### src/rtl/assert_macros.svh
// ----------------------------------------------------------------------------
// Assertion macros
// Shared concurrent assertion forms, clocked on clk_i and quiet during reset.
// ----------------------------------------------------------------------------
`ifndef ASSERT_MACROS_SVH
`define ASSERT_MACROS_SVH

`ifndef NO_ASSERTIONS
// The property must hold at every clock edge outside reset.
`define PPSR_ASSERT(lbl, prop, msg) \
  lbl: assert property (@(posedge clk_i) disable iff (!rst_ni) (prop)) else $error(msg);
// The condition must never be true at a clock edge outside reset.
`define PPSR_ASSERT_NEVER(lbl, cond, msg) \
  lbl: assert property (@(posedge clk_i) disable iff (!rst_ni) !(cond)) else $error(msg);
`else
`define PPSR_ASSERT(lbl, prop, msg)
`define PPSR_ASSERT_NEVER(lbl, cond, msg)
`endif

`endif

### src/rtl/ppsr_ram.sv
// ----------------------------------------------------------------------------
// ppsr_ram
// Generic single-write, single-read RAM with a registered read port.
// ----------------------------------------------------------------------------
module ppsr_ram #(
  parameter int unsigned WIDTH  = 8,
  parameter int unsigned DEPTH  = 16,
  parameter int unsigned ADDR_W = (DEPTH > 1) ? $clog2(DEPTH) : 1
) (
  input  logic              clk_i,
  input  logic              we_i,
  input  logic [ADDR_W-1:0] waddr_i,
  input  logic [WIDTH-1:0]  wdata_i,
  input  logic              re_i,
  input  logic [ADDR_W-1:0] raddr_i,
  output logic [WIDTH-1:0]  rdata_o
);

  logic [WIDTH-1:0] mem_q [DEPTH];
  logic [WIDTH-1:0] rdata_q;

  always_ff @(posedge clk_i) begin
    if (we_i) begin
      mem_q[waddr_i] <= wdata_i;
    end
    if (re_i) begin
      rdata_q <= mem_q[raddr_i];
    end
  end

  assign rdata_o = rdata_q;

endmodule

### config.mk
export PLATFORM = sky130hd
export DESIGN_NAME = ppsr_ram
export DESIGN_NICKNAME = d
export VERILOG_FILES = /design/src/rtl/assert_macros.svh /design/src/rtl/ppsr_ram.sv
export SDC_FILE = /design/constraint.sdc
export NUM_CORES = 1
export LEC_CHECK = 0
export BUFFER_PORTS_ARGS = -buffer_cell sky130_fd_sc_hd__buf_2
export CORE_UTILIZATION = 30
export DETAILED_ROUTE_END_ITERATION = 8
export RECOVER_POWER = 100
export SYNTH_ARGS = -nofsm -noshare
export SYNTH_HDL_FRONTEND = slang
export SYNTH_SLANG_ARGS = --single-unit
### constraint.sdc
create_clock -name clk_i -period 1.8 [get_ports clk_i]
set_input_delay 0.09 -clock clk_i [delete_from_list [all_inputs] [get_ports clk_i]]
set_output_delay 0.09 -clock clk_i [all_outputs]
set_load 0.005 [all_outputs]
### After elaboration in Yosys (flattened, before gate mapping)

Memory sizes are Yosys's and may differ from the RTL's. A register that Yosys moved wholly into a read port is not among the register bits.
Cells that the tools add are included.
W data, S select, Z words.

* bits in registers: 0
* bits in latches: 0
* memory bits (writable): 128
* bits in read-only memories: 0
* input bits: 19
* output and inout bits: 8
* logic and storage cells: 3
* memories kept: 1

* $add $sub $neg: 0
* $mul: 0
* divide/modulo/power cells: 0
* order comparisons: 0
* equality and inequality tests: 0
* shift-type cells: 0
* mux-type cells: 2
* bitwise gates (word level): 0
* reductions and logical operators: 0

Memory list
* mem_q: depth 16, width 8, read ports 1, clocked after Yosys merged registers in 1, wr ports 1, line ppsr_ram.sv:19 `logic [WIDTH-1:0] mem_q [DEPTH];`

Operator list (number)
* $mux W1: 2

### Logic depth before layout (Yosys ltp)

Gate-level depths: netlist of the first run.

* depth after elaboration: 2
* mapped depth: 5

### Worst setup path after synthesis of the first run

Ideal clock, no wire load.

* path kind: input to register
* start point: input waddr_i[2]
* end point: memory mem_q[0][0], enable pin
* arrival: 1200 ps
* setup slack: 217 ps
* stages on the path: 2
* path through: or3b_2 nor3_1

RTL lines
* start: declaration: line ppsr_ram.sv:12 `input logic [ADDR_W-1:0] waddr_i,`
* end: declaration: line ppsr_ram.sv:19

Straight into the memory's write port.

==> results.txt, run 1 <==
----------------------------------------------------
[Final layout]
  Most common cell after layout, fill and taps aside ... edfxtp_1
  Most frequent cells in the layout ... edfxtp_1 (136), clkbuf_1 (37), mux4_2 (18)
  Post-synthesis to final-layout area growth ... 21.9%
  NumNets Final ... around 310
  Layout cell share with drive strength beyond 1 ... 0.212
  Filler cells ... 1554
  Number of antenna cells inserted ... 0

[Route]
  First DRT Iteration DRCs ... 292
  Routed wirelength normalized by instance count ... a little over 20 um
  Uppermost signal routing layer after detailed routing ... met4
  Met2 routed WL ... 4850 um
  Wire length on met3 ... 651 um
  Length of the first detailed-routing pass in iterations ... 4
  Post-Route M1 WL ... 4940 um
  Total via count after detailed routing ... 2475
  Number of DRC violations after detailed routing ... 0
  Total length of routed wires ... about 11000 um
  Number of vias per cell ... 4.74
  Post-route antenna net violation count ... 0

[Global route]
  Via count of the first global-routing pass ... 2474
  Remaining Overflow, GRT ... 0
  Aggregate global-route resource usage ... 0.125
  Initial antenna violation count ... 0
  Wire length of the first global-routing pass ... 15600 um
  Largest net degree at the start of global routing ... 24

[Clocking]
  Number of clock sinks ... 136
  Clock slew at reported path FFs ... 0.06 ns
  H-tree levels ... 4
  Root Buffer ... clkbuf_16
  Clock latency at the later pin of the worst-skew pair ... 0.41 ns
  Quantity of gates resized following cts ... 0
  Hold-fix buffer count after cts ... 0
  CTS buffer count ... 17
  Clock tree from TritonCTS ... built
  Post-CTS repair timing setup buffer count ... 0
  Maximum buffer depth of the clock tree ... 2

[Yosys]
  Register bit count reported by yosys ... between 100 and 150
  Syn avg cell area ... between 20 and 25 um2
  Gate Count Post-Synth ... 229
  YS warnings ... 0
  Portion of the post-synthesis area used by sequential elements ... 0.781
  Net count of the mapped netlist ... 248
  Cell variety after synth ... 18
  Netlist area before placement ... 0.00523 mm2

[Status]
  Status ... complete, no violations

[Worst setup path]
  Critical path class ... reg -> reg
  Arrival time of the worst setup path ... 1.68 ns
  Top fanout value on the critical path ... 1
  Endpoint kind of the worst setup timing path ... register
  Worst EP required ... 1.95 ns
  Type of element launching the critical path ... register

[Floorplanning]
  Die extent in y ... 134 um
  Boundary Pins ... 27
  Area of the die ... between 0.015 and 0.02 mm2
  Initial standard-cell utilization of the core ... 0.311
  Placement Rows ... 47
  DIE WIDTH ... 134 um
  Area of the core ... 0.0168 mm2

[STA]
  Final count of negative-setup-slack endpoints ... 0
  Setup Total Neg Slack ... 0 ns
  Number of hold violations in the final report ... 0
  Shortest clock period the worst path allows after layout ... 1.53 ns
  Final hold slack ... 0.140 ns
  Unrepaired setup endpoints after global routing ... no
  Highest clock rate ... 653 MHz
  Number of max-slew violations in the final report ... 0
  Worst rel slew slack ... 0.497
  Final worst-path cycle share ... 0.851
  Actual transition at the worst max-transition pin ... ~0.75 ns
  Post-route clock skew ... 0.00844 ns
  Worst setup slack after layout ... around 0.27 ns

[Placed design]
  Setup WS pre-CTS ... 0.122 ns
  Buffers added on ports ... 26
  Global placement routability congestion ... 0.710
  Final HPWL DP ... approximately 6600 um

[Power and ir drop]
  Register share of total power ... 0.454
  Power dissipated by switching net loads ... 1.46 mW
  P_int ... between 6 and 7 mW
  Combinational share of power ... 0.042
  Static leakage power ... a little over 2 nW
  Maximum ir drop on the vdd rail ... 0.676 mV
  Clock Power Share ... 0.504
  Fraction of power spent switching nets ... 0.185
  Power density normalized to cell area ... approximately 1200 mW/mm2

[Min path]
  Worst hold path class ... in -> reg

[Flow run]
  Total of max-cap violations ... 0

----------------------------------------------------
## sequential cells by signal, summed over array words and instances, names as in the netlist
| name | count |
|---|---|
| mem_q | 128 |
| rdata_o | 8 |
## layer usage
layer / vias up / track usage
met1: 1283 / 0.178
met3: 15 / 0.0359
met4: 0 / 0.0417
met5: - / 0
li1: 1100 / -
met2: 77 / 0.182
## critical path, cell delays in order (launching register included)
cell and delay, ns:
edfxtp_1 0.36, mux4_1 0.53, a22oi_1 0.29, nand2_1 0.09
## metrics by stage
stage / instance area (um2) / utilization / instances / total power, mW
after floorplan: 5230 / - / 229 / 3.83
after global placement: 5770 / 0.343 / 490 / 3.99
after detailed placement: 5770 / 0.343 / 490 / 4.00
after CTS: 6450 / 0.384 / 522 / 7.97
after global routing: 6370 / 0.379 / 522 / 8.12
final: 6370 / 0.379 / 522 / 7.90
## cells by family after synthesis
| logic type | Yosys count | share of synthesized area |
|---|---|---|
| compound gates | 16 | 0.0230 |
| buf+inv | 10 | 0.0165 |
| flops | 136 | 0.781 |
| mux | 32 | 0.148 |
| simple gates | 35 | 0.0314 |
## cell usage after synthesis, drive strengths merged
master,n,share of area
clkdlybuf4s25,3,0.0057
mux4,32,0.15
nand3b,2,0.0029
nand3,1,0.00096
nor3,4,0.0038
buf,7,0.011
nor2b,1,0.0012
a22oi,16,0.023
and2b,1,0.0014
nor2,13,0.0093
nand2b,2,0.0024
and2,1,0.0012
edfxtp,136,0.78
or3b,1,0.0017
nand2,9,0.0065
## final cells by class
cell class | instances | area, um2 | share of cell area
flip-flops and latches | 136 | 4080 | 0.641
multi-input cells | 83 | 1060 | 0.166
clock buffers | 19 | 433 | 0.0679
well taps | 220 | 275 | 0.0432
repair buffers | 51 | 272 | 0.0426
clock inverters | 13 | 250 | 0.0393
## power groups by stage
| stage | registers, mW | logic (mW) | clock network, mW |
|---|---|---|---|
| final | 3.59 | 0.331 | 3.98 |
| after global routing | 3.59 | 0.357 | 4.17 |
| after CTS | 3.59 | 0.347 | 4.03 |
| after detailed placement | 3.65 | 0.345 | 0 |
| after global placement | 3.65 | 0.341 | 0 |
| after floorplan | 3.65 | 0.180 | 0 |
## final timing paths
kind | start | endpoint | slack [ns] | depth (start not counted)
min | re_i | rdata_o[4]$_DFFE_PP_ | 0.14 | 1
max | mem_q[5][3]$_DFFE_PP_ | rdata_o[3]$_DFFE_PP_ | 0.27 | 3
max reg2reg | mem_q[5][3]$_DFFE_PP_ | rdata_o[3]$_DFFE_PP_ | 0.27 | 3
min reg2reg | mem_q[11][4]$_DFFE_PP_ | rdata_o[4]$_DFFE_PP_ | 0.75 | 3
Note: power is estimated with default switching activity, not from simulation.
==> inputs of run 2 (changes only) <==
Settings changed: ABC_AREA set to 1.
==> run 2 against run 1 <==
Utilization shrank 1.9 points. Register-to-register slack better by 0.43 ns. Critical path type is now reg -> out. Clock skew decreased by 0.0035 ns. Sequential share of layout area fell by 4.1 points. Via count is 52% higher. Synthesized area up 12%. Non-clock buffer count is 2 lower. Clock power is 18% lower.
==> results.txt, run 2 <==
----------------------------------------------------
[Route]
  Post-route antenna net violation count ... 0 (unchanged)
  Total via count after detailed routing ... 3765 (+52%)
  Number of DRC violations after detailed routing ... 0 (unchanged)
  First DRT Iteration DRCs ... 374 (+28%)
  Length of the first detailed-routing pass in iterations ... 4 (unchanged)
  Routed wirelength normalized by instance count ... 14.7 um (-27%)
  Number of vias per cell ... 4.34 (-8.5%)
  Total length of routed wires ... 12800 um (+21%)

[STA]
  Post-route clock skew ... 0.00491 ns (-0.00353 ns)
  Shortest clock period the worst path allows after layout ... 1.12 ns (-0.413 ns)
  Unrepaired setup endpoints after global routing ... no
  Number of max-slew violations in the final report ... 0 (unchanged)
  Highest clock rate ... 894 MHz (+37%)
  Worst rel slew slack ... 0.451 (-0.0455)
  Actual transition at the worst max-transition pin ... 0.823 ns (+0.0683 ns)
  Final count of negative-setup-slack endpoints ... 0 (unchanged)
  Number of hold violations in the final report ... 0 (unchanged)
  Setup Total Neg Slack ... 0 ns (unchanged)
  Final worst-path cycle share ... 0.622 (-0.230)

[Flow run]
  Total of max-cap violations ... 0 (unchanged)

[Final layout]
  Layout cell share with drive strength beyond 1 ... 0.0740 (-0.138)
  NumNets Final ... 614 (+99%)
  Most flops, register ... mem_q
  Most common cell after layout, fill and taps aside ... nand2_1
  Most frequent cells in the layout ... nand2_1 (173), edfxtp_1 (136), inv_1 (100)
  Post-synthesis to final-layout area growth ... 16.3%
  Number of antenna cells inserted ... 0 (unchanged)
  Number of flip-flops under the largest register name ... 128 (unchanged)

[Placed design]
  Final HPWL DP ... 8030 um (+22%)
  Buffers added on ports ... 26 (unchanged)
  Global placement routability congestion ... 0.806 (+14%)

[Power and ir drop]
  Power Total ... 7.28 mW (-7.8%)
  Power density normalized to cell area ... 1070 mW/mm2 (-14%)
  Maximum ir drop on the vdd rail ... 0.566 mV (-16%)
  Static leakage power ... 2.80 nW (+36%)

[Yosys]
  Gate Count Post-Synth ... 551 (+140%)
  YS warnings ... 0 (unchanged)
  Net count of the mapped netlist ... 570 (+130%)
  Post-synth EDFFs ... 136 (unchanged)
  Fraction of registers with async set/reset ... 0 (unchanged)
  Largest cells by area after synthesis ... edfxtp_1 (70%), nand2_1 (11%), nand3_1 (8.3%)
  Syn avg cell area ... 10.6 um2 (-54%)
  Most used standard cells in the synthesized netlist ... nand2_1 (173), edfxtp_1 (136), inv_1 (100), nand3_1 (97), nor2_1 (17)
  Area fraction of the dominant cell type after synthesis ... 0.698 (-0.0828)
  Portion of the post-synthesis area used by sequential elements ... 0.698 (-0.0828)
  Netlist area before placement ... 0.00585 mm2 (+12%)
  Cell variety after synth ... 11 (-7)
  Most instantiated flip-flop cell in the synthesis netlist ... edfxtp_1
  Biggest area consumer among synthesized cells ... edfxtp_1
  Most used standard cell by instance count after synthesis ... nand2_1
  Register bit count reported by yosys ... 136 (unchanged)

[Global route]
  Aggregate global-route resource usage ... 0.140 (+0.0147)
  Largest net degree at the start of global routing ... 41 (+71%)
  Remaining Overflow, GRT ... 0 (unchanged)
  Initial antenna violation count ... 0 (unchanged)
  Via count of the first global-routing pass ... 3673 (+48%)
  Wire length of the first global-routing pass ... 20200 um (+29%)

[Floorplanning]
  Initial standard-cell utilization of the core ... 0.309 (-0.00135)
  Die extent in y ... 142 um (+5.7%)
  Area of the die ... 0.0201 mm2 (+12%)
  Area of the core ... 0.0189 mm2 (+12%)
  DIE WIDTH ... 142 um (+5.7%)
  Placement Rows ... 50 (+6.4%)
  Boundary Pins ... 27 (unchanged)

[Worst setup path]
  Arrival time of the worst setup path ... 1.03 ns (-0.65 ns)
  Critical path class ... reg -> out
  Number of buffers and inverters on the critical path ... 1 (+1)
  Top fanout value on the critical path ... 1 (unchanged)
  Library cell contributing the largest single delay on the critical path ... edfxtp_1
  Worst EP required ... 1.71 ns (-0.24 ns)
  CP delay by family, top ... flip-flops
  CP Cell Sequence ... clkbuf_1
  Type of element launching the critical path ... register
  Endpoint kind of the worst setup timing path ... output pin
  Maximum single-stage delay on the critical path ... 0.46 ns (-0.07 ns)

[Clocking]
  Post-CTS repair timing setup buffer count ... 0 (unchanged)
  H-tree levels ... 4 (unchanged)
  Quantity of gates resized following cts ... 0 (unchanged)
  Root Buffer ... clkbuf_16
  CTS buffer count ... 17 (unchanged)
  Number of clock sinks ... 136 (unchanged)
  Clock latency at the later pin of the worst-skew pair ... 0.42 ns (about the same)
  Clock slew at reported path FFs ... 0.06 ns (about the same)
  Clock tree from TritonCTS ... built
  Maximum buffer depth of the clock tree ... 2 (unchanged)
  Hold-fix buffer count after cts ... 0 (unchanged)

[Min path]
  Worst hold path class ... in -> reg

[Status]
  Status ... complete, no violations

----------------------------------------------------
==> run 2: layout make-up <==
class	count	area (um2)
timing repair buffer	49	234
inverter	102	383
clock inverter	15	136
clock buffer	17	425
sequential	136	4080
fill	1926	12100
tap	260	325
multi-input combinational	289	1210
==> run 2: routing by layer <==
metal  track usage  share of wire  wire [um]
met4        0.0758          0.022        286
met2         0.206           0.43       5530
met5             0              0          0
met1         0.191           0.50       6320
met3        0.0317          0.049        626
==> run 2: cell families (layout without fill, tap and decap cells) <==
kind of cell,count (synthesis),after routing,share of synthesized area
buffers and inverters,126,183,0.0939
flip-flops,136,136,0.698
AND/OR/NAND/NOR,289,289,0.208
==> run 2: path summary, 6_finish.rpt <==
path	to	startpoint	slack [ns]	cells after the start
worst max-delay path	rdata_o[0]	rdata_o[0]$_DFFE_PP_	0.68	1
worst min-delay path	rdata_o[6]$_DFFE_PP_	raddr_i[3]	0.14	3
worst max register to register	rdata_o[7]$_DFFE_PP_	mem_q[9][7]$_DFFE_PP_	0.70	6
worst min register to register	rdata_o[6]$_DFFE_PP_	mem_q[10][6]$_DFFE_PP_	0.73	6
==> run 2: through the flow <==
step	setup WS (ns)	hold WS (ns)	utilization	cells	instance area [um2]
after CTS	0.666	0.0212	0.364	868	6880
after floorplan	0.759	0.189	-	551	5850
after global placement	0.394	0.471	0.335	836	6320
after detailed placement	0.384	0.465	0.335	836	6320
after global routing	0.610	0.157	0.360	868	6800
final	0.681	0.141	0.360	868	6800
==> run 2: where the power goes <==
group | total, mW | switching (mW) | internal [mW]
Combinational | 0.403 | 0.289 | 0.113
Clock | 3.28 | 1.27 | 2.00
Sequential | 3.60 | 0.0244 | 3.57
==> inputs of run 3 (changes only) <==
Clock period 1.8 ns to 1.1 ns, I/O delays scaled along.
==> run 3 against run 2 <==
Largest cell class unchanged. Global-route usage shrank 0.19 points. Largest power group unchanged. Hold slack worse by 0.012 ns. Clock power increased by 54%.
==> results.txt, run 3 (synthesis gave the netlist of run 2 again) <==
----------------------------------------------------
[Power and ir drop]
  Power density normalized to cell area ... 1660 mW/mm2 (+55%)
  Combinational share of power ... 0.065 (+0.010)
  P_int ... 9.13 mW (+60%)
  Fraction of power spent switching nets ... 0.218 (-0.000237)
  Maximum ir drop on the vdd rail ... 1.25 mV (+120%)
  Power Total ... 11.7 mW (+60%)
  Clock Power Share ... 0.431 (-0.020)
  Power dissipated by switching net loads ... 2.54 mW (+60%)
  Static leakage power ... 2.92 nW (+4.3%)
  Register share of total power ... 0.503 (+0.009)

[Floorplanning]
  Initial standard-cell utilization of the core ... 0.309 (unchanged)
  Area of the die ... 0.0201 mm2 (unchanged)
  Die extent in y ... 142 um (unchanged)
  Boundary Pins ... 27 (unchanged)
  Area of the core ... 0.0189 mm2 (unchanged)
  DIE WIDTH ... 142 um (unchanged)
  Placement Rows ... 50 (unchanged)

[Route]
  Total via count after detailed routing ... 3787 (+0.58%)
  Post-Route M1 WL ... 5940 um (-6.0%)
  Number of DRC violations after detailed routing ... 0 (unchanged)
  Wire length on met3 ... 731 um (+17%)
  Routed wirelength normalized by instance count ... 14.2 um (-3.2%)
  Uppermost signal routing layer after detailed routing ... met4
  Post-route antenna net violation count ... 0 (unchanged)
  Number of vias per cell ... 4.32 (-0.45%)
  Length of the first detailed-routing pass in iterations ... 5 (+1)
  First DRT Iteration DRCs ... 259 (-31%)
  Total length of routed wires ... 12500 um (-2.2%)
  Met2 routed WL ... 5620 um (+1.6%)

[STA]
  Unrepaired setup endpoints after global routing ... yes
  Setup Total Neg Slack ... 0 ns (unchanged)
  Actual transition at the worst max-transition pin ... 0.804 ns (-0.0187 ns)
  Final worst-path cycle share ... 0.996
  Number of hold violations in the final report ... 0 (unchanged)
  Final count of negative-setup-slack endpoints ... 0 (unchanged)
  Worst rel slew slack ... 0.464 (+0.0125)
  Shortest clock period the worst path allows after layout ... 1.10 ns
  Highest clock rate ... 912 MHz
  Worst setup slack after layout ... 0.00393 ns (-0.677 ns)
  Post-route clock skew ... 0.00622 ns (+0.00131 ns)
  Number of max-slew violations in the final report ... 0 (unchanged)

[Min path]
  Cell depth of the worst hold path ... 1 (-2)
  End point of the most critical hold path ... rdata_o[0]$_DFFE_PP_
  Worst Min Path Start ... re_i
  Worst hold path class ... in -> reg

[Final layout]
  Post-synthesis to final-layout area growth ... 20.2%
  Number of antenna cells inserted ... 0 (unchanged)
  NumNets Final ... 624 (+1.6%)
  Filler cells ... 1907 (-0.99%)
  Number of flip-flops under the largest register name ... 128 (unchanged)
  Most frequent cells in the layout ... nand2_1 (169), edfxtp_1 (136), inv_1 (100)
  Most common cell after layout, fill and taps aside ... nand2_1
  Most flops, register ... mem_q
  Layout cell share with drive strength beyond 1 ... 0.136 (+0.0621)

[Worst setup path]
  Worst reg-to-reg setup slack ... 0.02 ns (-0.68 ns)
  Library cell contributing the largest single delay on the critical path ... edfxtp_1
  Top fanout value on the critical path ... 1 (unchanged)
  Maximum single-stage delay on the critical path ... 0.45 ns (about the same)
  CP Cell Sequence ... buf_2
  Worst EP required ... 1.04 ns (-0.67 ns)
  Number of buffers and inverters on the critical path ... 1 (unchanged)
  Type of element launching the critical path ... register
  Origin of the critical flop-to-flop path ... mem_q[0][4]$_DFFE_PP_
  Worst reg2reg endpoint ... rdata_o[4]$_DFFE_PP_
  Arrival time of the worst setup path ... 1.04 ns (about the same)
  Endpoint kind of the worst setup timing path ... output pin
  R2r worst-path depth ... 6 (unchanged)
  CP delay by family, top ... flip-flops
  Critical path class ... reg -> out

[Clocking]
  Number of clock sinks ... 136 (unchanged)
  Post-CTS repair timing setup buffer count ... 0 (unchanged)
  Hold-fix buffer count after cts ... 0 (unchanged)
  H-tree levels ... 4 (unchanged)
  CTS buffer count ... 17 (unchanged)
  Clock tree from TritonCTS ... built
  Maximum buffer depth of the clock tree ... 2 (unchanged)
  Clock latency at the later pin of the worst-skew pair ... 0.42 ns (about the same)
  Root Buffer ... clkbuf_16
  Clock slew at reported path FFs ... 0.06 ns (about the same)

[Global route]
  Wire length of the first global-routing pass ... 20300 um (+0.24%)
  Initial antenna violation count ... 0 (unchanged)
  Remaining Overflow, GRT ... 0 (unchanged)
  Aggregate global-route resource usage ... 0.138 (-0.00192)
  Largest net degree at the start of global routing ... 43 (+4.9%)
  Via count of the first global-routing pass ... 3764 (+2.5%)

[Placed design]
  Buffers added on ports ... 26 (unchanged)
  Global placement routability congestion ... 0.767 (-4.8%)
  Final HPWL DP ... 8320 um (+3.6%)
  Setup WS pre-CTS ... -0.175 ns (-0.559 ns)

[Flow run]
  Total of max-cap violations ... 0 (unchanged)

[Status]
  Status ... complete, no violations

----------------------------------------------------
-- run 3: cell count changes in the layout (fill, tap and decap cells not counted), moves of 2 or more --
cell	delta
nand3_1	-23
nand3_2	+23
buf_12	+5
buf_4	+5
clkinv_2	+4
nand2_1	-4
nand2_2	+4
clkbuf_2	+3
clkinv_1	-2
clkinv_4	-2
clkinvlp_4	-2
-- run 3: final cells by class --
type                       count  area, um2  share of cell area
clock buffer                  19        433              0.0616
clock inverter                12       86.3              0.0123
inverter                     102        383              0.0545
multi-input combinational    289       1340               0.191
sequential                   136       4080               0.581
tap                          260        325              0.0463
timing repair buffer          59        375              0.0534
-- run 3: worst max path at each step --
| stage | start | to | slack, ns | cells after the start |
|---|---|---|---|---|
| finish | rdata_o[0]$_DFFE_PP_ | rdata_o[0] | 0.004 | 1 |
| global route | mem_q[5][4]$_DFFE_PP_ | rdata_o[4]$_DFFE_PP_ | -0.05 | 6 |
| CTS | rdata_o[0]$_DFFE_PP_ | rdata_o[0] | -0.01 | 1 |
| detailed placement | raddr_i[0] | rdata_o[7]$_DFFE_PP_ | -0.17 | 9 |
| global placement | raddr_i[0] | rdata_o[7]$_DFFE_PP_ | -0.16 | 9 |
| floorplan | waddr_i[3] | mem_q[4][0]$_DFFE_PP_ | 0.09 | 2 |
-- run 3: power groups by stage --
stage | clock network (mW) | registers, mW | logic (mW)
floorplan | 0 | 5.97 | 0.409
global placement | 0 | 5.98 | 0.734
detailed placement | 0 | 5.98 | 0.743
CTS | 5.12 | 5.87 | 0.752
global route | 5.34 | 5.89 | 0.855
finish | 5.04 | 5.88 | 0.759
-- run 3: metrics by stage --
stage	cells	util	hold WS (ns)	area, um2
finish	877	0.372	0.129	7030
global route	877	0.372	0.161	7030
CTS	877	0.370	0.00336	6990
detailed placement	846	0.342	0.444	6460
global placement	846	0.342	0.445	6460
floorplan	551	-	0.154	5850
-- run 3: what timing repair did --
item | in CTS | in global routing
cloned | 0 | 0
setup endpoints to repair | 3 | 10
resized for setup | 4 | 23
pin swaps | 4 | 15
-- run 3: routing by layer --
metal | up-vias | track usage
li1 | 1891 | -
met1 | 1778 | 0.189
met4 | 0 | 0.0583
met3 | 14 | 0.0402
met5 | - | 0
met2 | 104 | 0.203
